## src/design/upd_pkg.sv

```systemverilog
package upd_pkg;

  // character codes
  localparam logic [7:0] CHAR_PLUS  = 8'h2B;
  localparam logic [7:0] CHAR_PCT   = 8'h25;
  localparam logic [7:0] CHAR_SPACE = 8'h20;
  localparam logic [7:0] CHAR_NUL   = 8'h00;

  // queue between front and back
  localparam int QDEPTH  = 2;
  localparam int QPTR_W  = (QDEPTH > 1) ? $clog2(QDEPTH) : 1;
  localparam int QCNT_W  = $clog2(QDEPTH + 1);

  // escape tracking
  typedef enum logic [1:0] {
    PH_IDLE  = 2'd0,
    PH_PCT   = 2'd1,
    PH_DIGIT = 2'd2
  } phase_e;

  // one word of work for the back end: up to three output characters
  typedef struct packed {
    logic [2:0][7:0] chars;
    logic [1:0]      cnt;
    logic            is_end;
  } cmd_t;

  // queue head as seen by the back end
  typedef struct packed {
    logic valid;
    cmd_t cmd;
  } qhead_t;

  function automatic logic is_hex(input logic [7:0] c);
    is_hex = (c >= 8'h30 && c <= 8'h39) || (c >= 8'h41 && c <= 8'h46) ||
             (c >= 8'h61 && c <= 8'h66);
  endfunction

  // value of a hex digit character (only meaningful when is_hex holds)
  function automatic logic [3:0] hex_nibble(input logic [7:0] c);
    hex_nibble = c[6] ? (c[3:0] + 4'd9) : c[3:0];
  endfunction

endpackage

```

## src/design/upd_front.sv

```systemverilog
module upd_front (
  input  logic          clk_i,
  input  logic          rst_ni,
  input  logic          accept_i,
  input  logic [7:0]    in_char_i,
  output logic          push_o,
  output upd_pkg::cmd_t cmd_o
);

  upd_pkg::phase_e phase_q, phase_d;
  logic [7:0]      held_q, held_d;
  logic            hex;
  logic            pl_cnt;
  logic [7:0]      pl_char;
  logic            pl_end;
  logic [7:0]      dec_byte;

  assign hex      = upd_pkg::is_hex(in_char_i);
  assign dec_byte = {upd_pkg::hex_nibble(held_q), upd_pkg::hex_nibble(in_char_i)};

  // next escape state
  always_comb begin
    phase_d = phase_q;
    held_d  = held_q;
    if (accept_i) begin
      unique case (phase_q)
        upd_pkg::PH_PCT: begin
          if (hex) begin
            held_d  = in_char_i;
            phase_d = upd_pkg::PH_DIGIT;
          end else begin
            phase_d = (in_char_i == upd_pkg::CHAR_PCT) ? upd_pkg::PH_PCT : upd_pkg::PH_IDLE;
          end
        end
        upd_pkg::PH_DIGIT: begin
          held_d  = '0;
          phase_d = (!hex && in_char_i == upd_pkg::CHAR_PCT) ? upd_pkg::PH_PCT
                                                              : upd_pkg::PH_IDLE;
        end
        default: begin
          phase_d = (in_char_i == upd_pkg::CHAR_PCT) ? upd_pkg::PH_PCT : upd_pkg::PH_IDLE;
        end
      endcase
    end
  end

  // plain decode of the incoming character with nothing pending
  always_comb begin
    pl_cnt  = 1'b1;
    pl_char = in_char_i;
    pl_end  = 1'b0;
    priority if (in_char_i == upd_pkg::CHAR_NUL) begin
      pl_end = 1'b1;
    end else if (in_char_i == upd_pkg::CHAR_PLUS) begin
      pl_char = upd_pkg::CHAR_SPACE;
    end else if (in_char_i == upd_pkg::CHAR_PCT) begin
      pl_cnt = 1'b0;
    end
  end

  // build the output word for the back end
  always_comb begin
    cmd_o = '0;
    unique case (phase_q)
      upd_pkg::PH_PCT: begin
        if (!hex) begin
          cmd_o.chars[0] = upd_pkg::CHAR_PCT;
          cmd_o.chars[1] = pl_char;
          cmd_o.cnt      = 2'd1 + {1'b0, pl_cnt};
          cmd_o.is_end   = pl_end;
        end
      end
      upd_pkg::PH_DIGIT: begin
        if (hex && dec_byte != upd_pkg::CHAR_NUL) begin
          cmd_o.chars[0] = dec_byte;
          cmd_o.cnt      = 2'd1;
        end else if (hex) begin
          // escape of zero goes out literally
          cmd_o.chars[0] = upd_pkg::CHAR_PCT;
          cmd_o.chars[1] = held_q;
          cmd_o.chars[2] = in_char_i;
          cmd_o.cnt      = 2'd3;
        end else begin
          cmd_o.chars[0] = upd_pkg::CHAR_PCT;
          cmd_o.chars[1] = held_q;
          cmd_o.chars[2] = pl_char;
          cmd_o.cnt      = 2'd2 + {1'b0, pl_cnt};
          cmd_o.is_end   = pl_end;
        end
      end
      default: begin
        cmd_o.chars[0] = pl_char;
        cmd_o.cnt      = {1'b0, pl_cnt};
        cmd_o.is_end   = pl_end;
      end
    endcase
  end

  assign push_o = accept_i && (cmd_o.cnt != 2'd0);

  // escape state registers
  always_ff @(posedge clk_i or negedge rst_ni) begin
    if (!rst_ni) begin
      phase_q <= upd_pkg::PH_IDLE;
      held_q  <= '0;
    end else begin
      phase_q <= phase_d;
      held_q  <= held_d;
    end
  end

endmodule

```

## src/design/upd_queue.sv

```systemverilog
module upd_queue (
  input  logic            clk_i,
  input  logic            rst_ni,
  input  logic            push_i,
  input  upd_pkg::cmd_t   cmd_i,
  input  logic            pop_i,
  output logic            full_o,
  output upd_pkg::qhead_t head_o
);

  upd_pkg::cmd_t                mem_q [upd_pkg::QDEPTH];
  logic [upd_pkg::QPTR_W-1:0]   wr_ptr_q, wr_ptr_d;
  logic [upd_pkg::QPTR_W-1:0]   rd_ptr_q, rd_ptr_d;
  logic [upd_pkg::QCNT_W-1:0]   count_q, count_d;
  logic                         do_push, do_pop;

  assign full_o       = (count_q == upd_pkg::QCNT_W'(upd_pkg::QDEPTH));
  assign head_o.valid = (count_q != '0);
  assign head_o.cmd   = mem_q[rd_ptr_q];
  assign do_push      = push_i && !full_o;
  assign do_pop       = pop_i && head_o.valid;

  // pointer and fill bookkeeping
  always_comb begin
    wr_ptr_d = wr_ptr_q;
    rd_ptr_d = rd_ptr_q;
    count_d  = count_q;
    if (do_push) begin
      wr_ptr_d = (wr_ptr_q == upd_pkg::QPTR_W'(upd_pkg::QDEPTH - 1)) ? '0
               : wr_ptr_q + upd_pkg::QPTR_W'(1);
    end
    if (do_pop) begin
      rd_ptr_d = (rd_ptr_q == upd_pkg::QPTR_W'(upd_pkg::QDEPTH - 1)) ? '0
               : rd_ptr_q + upd_pkg::QPTR_W'(1);
    end
    if (do_push && !do_pop) begin
      count_d = count_q + upd_pkg::QCNT_W'(1);
    end else if (do_pop && !do_push) begin
      count_d = count_q - upd_pkg::QCNT_W'(1);
    end
  end

  always_ff @(posedge clk_i or negedge rst_ni) begin
    if (!rst_ni) begin
      wr_ptr_q <= '0;
      rd_ptr_q <= '0;
      count_q  <= '0;
    end else begin
      wr_ptr_q <= wr_ptr_d;
      rd_ptr_q <= rd_ptr_d;
      count_q  <= count_d;
    end
  end

  // storage, no reset
  always_ff @(posedge clk_i) begin
    if (do_push) begin
      mem_q[wr_ptr_q] <= cmd_i;
    end
  end

endmodule

```

## src/design/upd_back.sv

```systemverilog
module upd_back (
  input  logic            clk_i,
  input  logic            rst_ni,
  input  upd_pkg::qhead_t head_i,
  output logic            pop_o,
  output logic            out_valid_o,
  input  logic            out_stall_i,
  output logic [7:0]      out_char_o,
  output logic            string_end_o,
  output logic            run_last_o
);

  upd_pkg::cmd_t cur_q, cur_d;
  logic          cur_valid_q, cur_valid_d;
  logic [1:0]    idx_q, idx_d;
  logic          fire, last;

  assign last = (idx_q == cur_q.cnt - 2'd1);
  assign fire = cur_valid_q && !out_stall_i;

  // take a new word when empty or when the final character of the run leaves
  assign pop_o = head_i.valid && (!cur_valid_q || (fire && last));

  always_comb begin
    cur_d       = cur_q;
    cur_valid_d = cur_valid_q;
    idx_d       = idx_q;
    if (pop_o) begin
      cur_d       = head_i.cmd;
      cur_valid_d = 1'b1;
      idx_d       = '0;
    end else if (fire && last) begin
      cur_valid_d = 1'b0;
    end else if (fire) begin
      idx_d = idx_q + 2'd1;
    end
  end

  always_ff @(posedge clk_i or negedge rst_ni) begin
    if (!rst_ni) begin
      cur_valid_q <= 1'b0;
      idx_q       <= '0;
    end else begin
      cur_valid_q <= cur_valid_d;
      idx_q       <= idx_d;
    end
  end

  always_ff @(posedge clk_i) begin
    cur_q <= cur_d;
  end

  // output word comes straight from the held run
  assign out_valid_o  = cur_valid_q;
  assign out_char_o   = cur_q.chars[idx_q];
  assign run_last_o   = last;
  assign string_end_o = cur_q.is_end && last;

endmodule

```

## src/design/url_percent_decoder_core.sv

```systemverilog
// Streaming URL percent decoder.
// Input channel: in_valid_i / in_stall_o carry one raw character per word on
// in_char_i; a zero character ends the string. Output channel: out_valid_o /
// out_stall_i carry one decoded character per word with string_end_o on the
// terminating zero and run_last_o on the last word caused by an input word.
// An input word gives zero to three output words.
// With the queue and output stage empty, the first output of an input word passes
// through the queue and then the output-stage register. The core takes one input
// word per cycle while each makes at most one output and out_stall_i is low; the
// output side emits one word per cycle while not stalled, so an input making a run
// of n words occupies the output until all n have left. The rate is set by the
// output stage, which sends one character a cycle, and by a two-entry queue
// between the front end and the output stage. Reset clears the pending escape,
// empties the queue and drops out_valid_o. When the receiver stalls, the current
// output word holds steady, the queue fills, and in_stall_o rises once it is full.
module url_percent_decoder_core (
  input  logic       clk_i,
  input  logic       rst_ni,
  input  logic       in_valid_i,
  output logic       in_stall_o,
  input  logic [7:0] in_char_i,
  output logic       out_valid_o,
  input  logic       out_stall_i,
  output logic [7:0] out_char_o,
  output logic       string_end_o,
  output logic       run_last_o
);

  upd_pkg::cmd_t   cmd;
  upd_pkg::qhead_t head;
  logic            push, pop, full, accept;

  assign in_stall_o = full;
  assign accept     = in_valid_i && !full;

  // classify characters and track escapes
  upd_front u_front (
    .clk_i     (clk_i),
    .rst_ni    (rst_ni),
    .accept_i  (accept),
    .in_char_i (in_char_i),
    .push_o    (push),
    .cmd_o     (cmd)
  );

  // decouple front from output
  upd_queue u_queue (
    .clk_i  (clk_i),
    .rst_ni (rst_ni),
    .push_i (push),
    .cmd_i  (cmd),
    .pop_i  (pop),
    .full_o (full),
    .head_o (head)
  );

  // emit the characters one word at a time
  upd_back u_back (
    .clk_i        (clk_i),
    .rst_ni       (rst_ni),
    .head_i       (head),
    .pop_o        (pop),
    .out_valid_o  (out_valid_o),
    .out_stall_i  (out_stall_i),
    .out_char_o   (out_char_o),
    .string_end_o (string_end_o),
    .run_last_o   (run_last_o)
  );

endmodule

```

## config.mk

```make
export PLATFORM = sky130hd
export DESIGN_NAME = url_percent_decoder_core
export DESIGN_NICKNAME = d
export VERILOG_FILES = /design/src/design/upd_pkg.sv /design/src/design/upd_front.sv /design/src/design/upd_queue.sv /design/src/design/upd_back.sv /design/src/design/url_percent_decoder_core.sv
export SDC_FILE = /design/constraint.sdc
export NUM_CORES = 1
export LEC_CHECK = 0
export ABC_AREA = 1
export BUFFER_PORTS_ARGS = -buffer_cell sky130_fd_sc_hd__buf_2
export CAP_MARGIN = 20
export CORE_MARGIN = 1
export CORE_UTILIZATION = 58
export CTS_CLUSTER_DIAMETER = 100
export DETAILED_ROUTE_END_ITERATION = 6
export PLACE_DENSITY = 0.78
export SYNTH_ARGS = -nofsm -noshare
export SYNTH_HDL_FRONTEND = slang
export SYNTH_HIERARCHICAL = 1
export SYNTH_SLANG_ARGS = --single-unit
```

## constraint.sdc

```tcl
create_clock -name clk_i -period 3.7 [get_ports clk_i]
set_input_delay 0 -clock clk_i [delete_from_list [all_inputs] [get_ports clk_i]]
set_output_delay 0 -clock clk_i [all_outputs]
set_load 0.01 [all_outputs]
```

==> metrics.txt <==
Critical Path AT=2.81 ns; Synth Instances=467; antenna violations before repair=0; CTS tree=yes; total congestion overflow=0; Die ar.=0.00867 mm^2; Root Driver=clkbuf_8; first-pass GRT wire length=14.6 mm; Critical Path Sink Type=register; Fillers=roughly 650; Synth Cell Area=0.00481 mm^2; Final Net Count=517; Final min period=2.79 ns; mean post-synth cell area=10.3 um^2; Sequential Area=approximately 0.0029 mm^2; vias=3197; post-synth top area share=50.5%; Clock Skew=roughly 0.0086 ns; Synth area leader=edfxtp_1; Hold Crit Class=input port to register; RD Place Congestion=just over 0.9; worst-path maximum fanout=27; Initial Util=61.0%; Seq/Total Area, Yosys=59.4%; Max-Cap Viols=0; PortBufs=23; maximum VDD drop=218 uV; Core Rows=32; pwr dens=658 mW/mm^2; n_diodes=0; largest net degree at the start of global routing=32; Worst-Skew Late Latency=roughly 0.35 ns; post-DP HPWL=6.20 mm; CTS Buf Count=9; layout cells sized above 1=22.9%; Placed Cells incl. Taps=583; top-count cell post-synth=nand2_1; I/O pin count=24; Top FF cell, synth=edfxtp_1; placeable core area=0.00789 mm^2; Max-Slew Margin vs Limit=a little over three fifths; number of synthesized register bits=98; Syn-to-layout area delta=8.16%; period utilisation layout=75.5%; H-tree Lvls=3; die width=93.1 um; Die Y=93.1 um; CTS resizes=0; highest clock rate=0.358 GHz; DRC viols=0; final wirelength=8.65 mm; Worst Setup Start Kind=register; Final setup viols=0; Least-Margin Pin Slew=0.551 ns; post-DR vias/cell=5.29; final antenna-violating net count=0; Synth area leaders=edfxtp_1 51%, nand2_1 10%, dfrtp_1 8.8%; Setup CP Type=register to register; DR pass1 iterations=4; post-synthesis net count=487; Slew Limit Fails=0; final hold vios=0; Tot GR Track Use=roughly 22%; status=finished clean; clock-pin slew on the worst setup and hold paths=0.09 ns; CTS sink count=98; RSZ-0062 raised after global routing=false; post-synth cell types=37; CTS max path bufs=2; worst path required time=3.72 ns; synth cell count leaders=134 x nand2_1, 81 x edfxtp_1, 43 x inv_1; final non-filler cell total=604; Lkg Pwr=2.19 nW; EDFF count, synth=81; Syn. warnings=6; number of global-route vias before repair=about 3100; drt wl/cell=14.3 um; setup_tns=0 ns; async set-reset flop share out of synthesis=17.3%; multi-input logic area=0.00163 mm^2; DR iter-0 viols=roughly 150
[cells in the final DEF (no fill, tap or decap), types with 2 or more instances in the layout]
cell type and instances:
o21ai_2 3, nand2_1 134, o31ai_2 2, dlygate4sd3_1 5, o21ai_0 24, nand3_2 5, inv_1 43, clkbuf_8 11
edfxtp_1 81, nor2_4 2, nand4_1 6, o21ai_1 4, ha_1 8, clkinv_4 2, nand3_1 24, nand2_4 8
inv_4 2, nor2_1 25, dfrtp_1 17, o22ai_1 6, inv_2 6, buf_4 4, nor2_2 7, a21oi_2 10
buf_2 23, nand2_2 25, nor3_1 2
[stage by stage]
stage / util, % / instance area (um^2) / setup WS, ns / power [W] / hold slack (ns)
after detailed placement: 63.1 / 4970 / 0.934 / 0.00283 / -0.00976
final: 66.0 / 5210 / 0.908 / 0.00343 / 0.0159
after floorplan: - / 4810 / 0.499 / 0.00258 / -0.296
after CTS: 66.0 / 5210 / 0.908 / 0.00346 / 0.00631
after global placement: 63.1 / 4970 / 1.07 / 0.00279 / -0.0196
after global routing: 66.0 / 5210 / 0.633 / 0.00368 / 0.0191
[report_power, final]
part           switching (W)  internal, W
logic               0.000725     0.000345
clock network       0.000340     0.000282
registers           0.000152      0.00158
total                0.00122      0.00221
[layer usage]
metal	up-vias	GRT usage (%)	part of all wire, %
li1	1607	-	-
met1	1494	29.1	45
met2	80	36.8	48
met3	16	4.55	5.2
met4	0	9.74	2.5
met5	-	0	0
[worst max-delay path, stage by stage, from the launching register on]
cell and delay [ns]:
dfrtp_1 0.36, inv_1 0.06, ha_1 0.51, inv_1 0.41, nand3_1 0.12, nand2_1 0.14
inv_1 0.06, a21oi_2 0.14, inv_1 0.08, nor2_4 0.12, nand2_2 0.06, inv_1 0.06
buf_4 0.32
[path summary, 6_finish.rpt]
kind	startpoint	endpoint	slack, ns	depth (start not counted)
worst min register to register	u_queue/count_q[1]$_DFFE_PN0P_	u_queue/count_q[1]$_DFFE_PN0P_	0.49	2
worst max register to register	u_front/phase_q[0]$_DFFE_PN0P_	u_queue/mem_q[0][9]$_DFFE_PP_	0.91	12
min in group asynchronous	rst_ni	u_front/phase_q[0]$_DFFE_PN0P_	0.13	2
max in group asynchronous	rst_ni	u_front/held_q[1]$_DFFE_PN0P_	3.24	2
worst min-delay path	in_valid_i	u_front/phase_q[0]$_DFFE_PN0P_	0.02	5
worst max-delay path	u_front/phase_q[0]$_DFFE_PN0P_	u_queue/mem_q[0][9]$_DFFE_PP_	0.91	12
[cells by family (layout without fill, tap and decap cells)]
group           count (synthesis)  in the layout  synth area share (%)
simple gates                  240            240                  23.9
flops                          98             98                  59.4
compound gates                 54             54                  7.56
buf+inv                        66            101                  6.86
xor+xnor                        1              1                 0.182
fa+ha+maj                       8              8                  2.08
[final cells by class]
cell class	instances	share of cell area, %
Clock buffer	12	2.98
Sequential cell	98	54.9
Tap cell	102	2.45
Clock inverter	4	0.505
Multi-Input combinational cell	303	31.3
Inverter	53	4.16
Timing Repair Buffer	32	3.75
[state kept, by name, summed over array words and instances (netlist names)]
name,flops
u_back/cur_q,27
u_back/idx_q,2
u_back/out_valid_o,1
u_front/held_q,8
u_front/phase_q,2
u_queue/count_q,2
u_queue/mem_q,54
u_queue/rd_ptr_q,1
u_queue/wr_ptr_q,1
[what timing repair did]
action                                 4_1_cts  5_1_grt
hold buffers                                 5        0
endpoints found under the hold margin       21        0
buffers inserted                             0        0
Note: power is estimated with default switching activity, not from simulation.
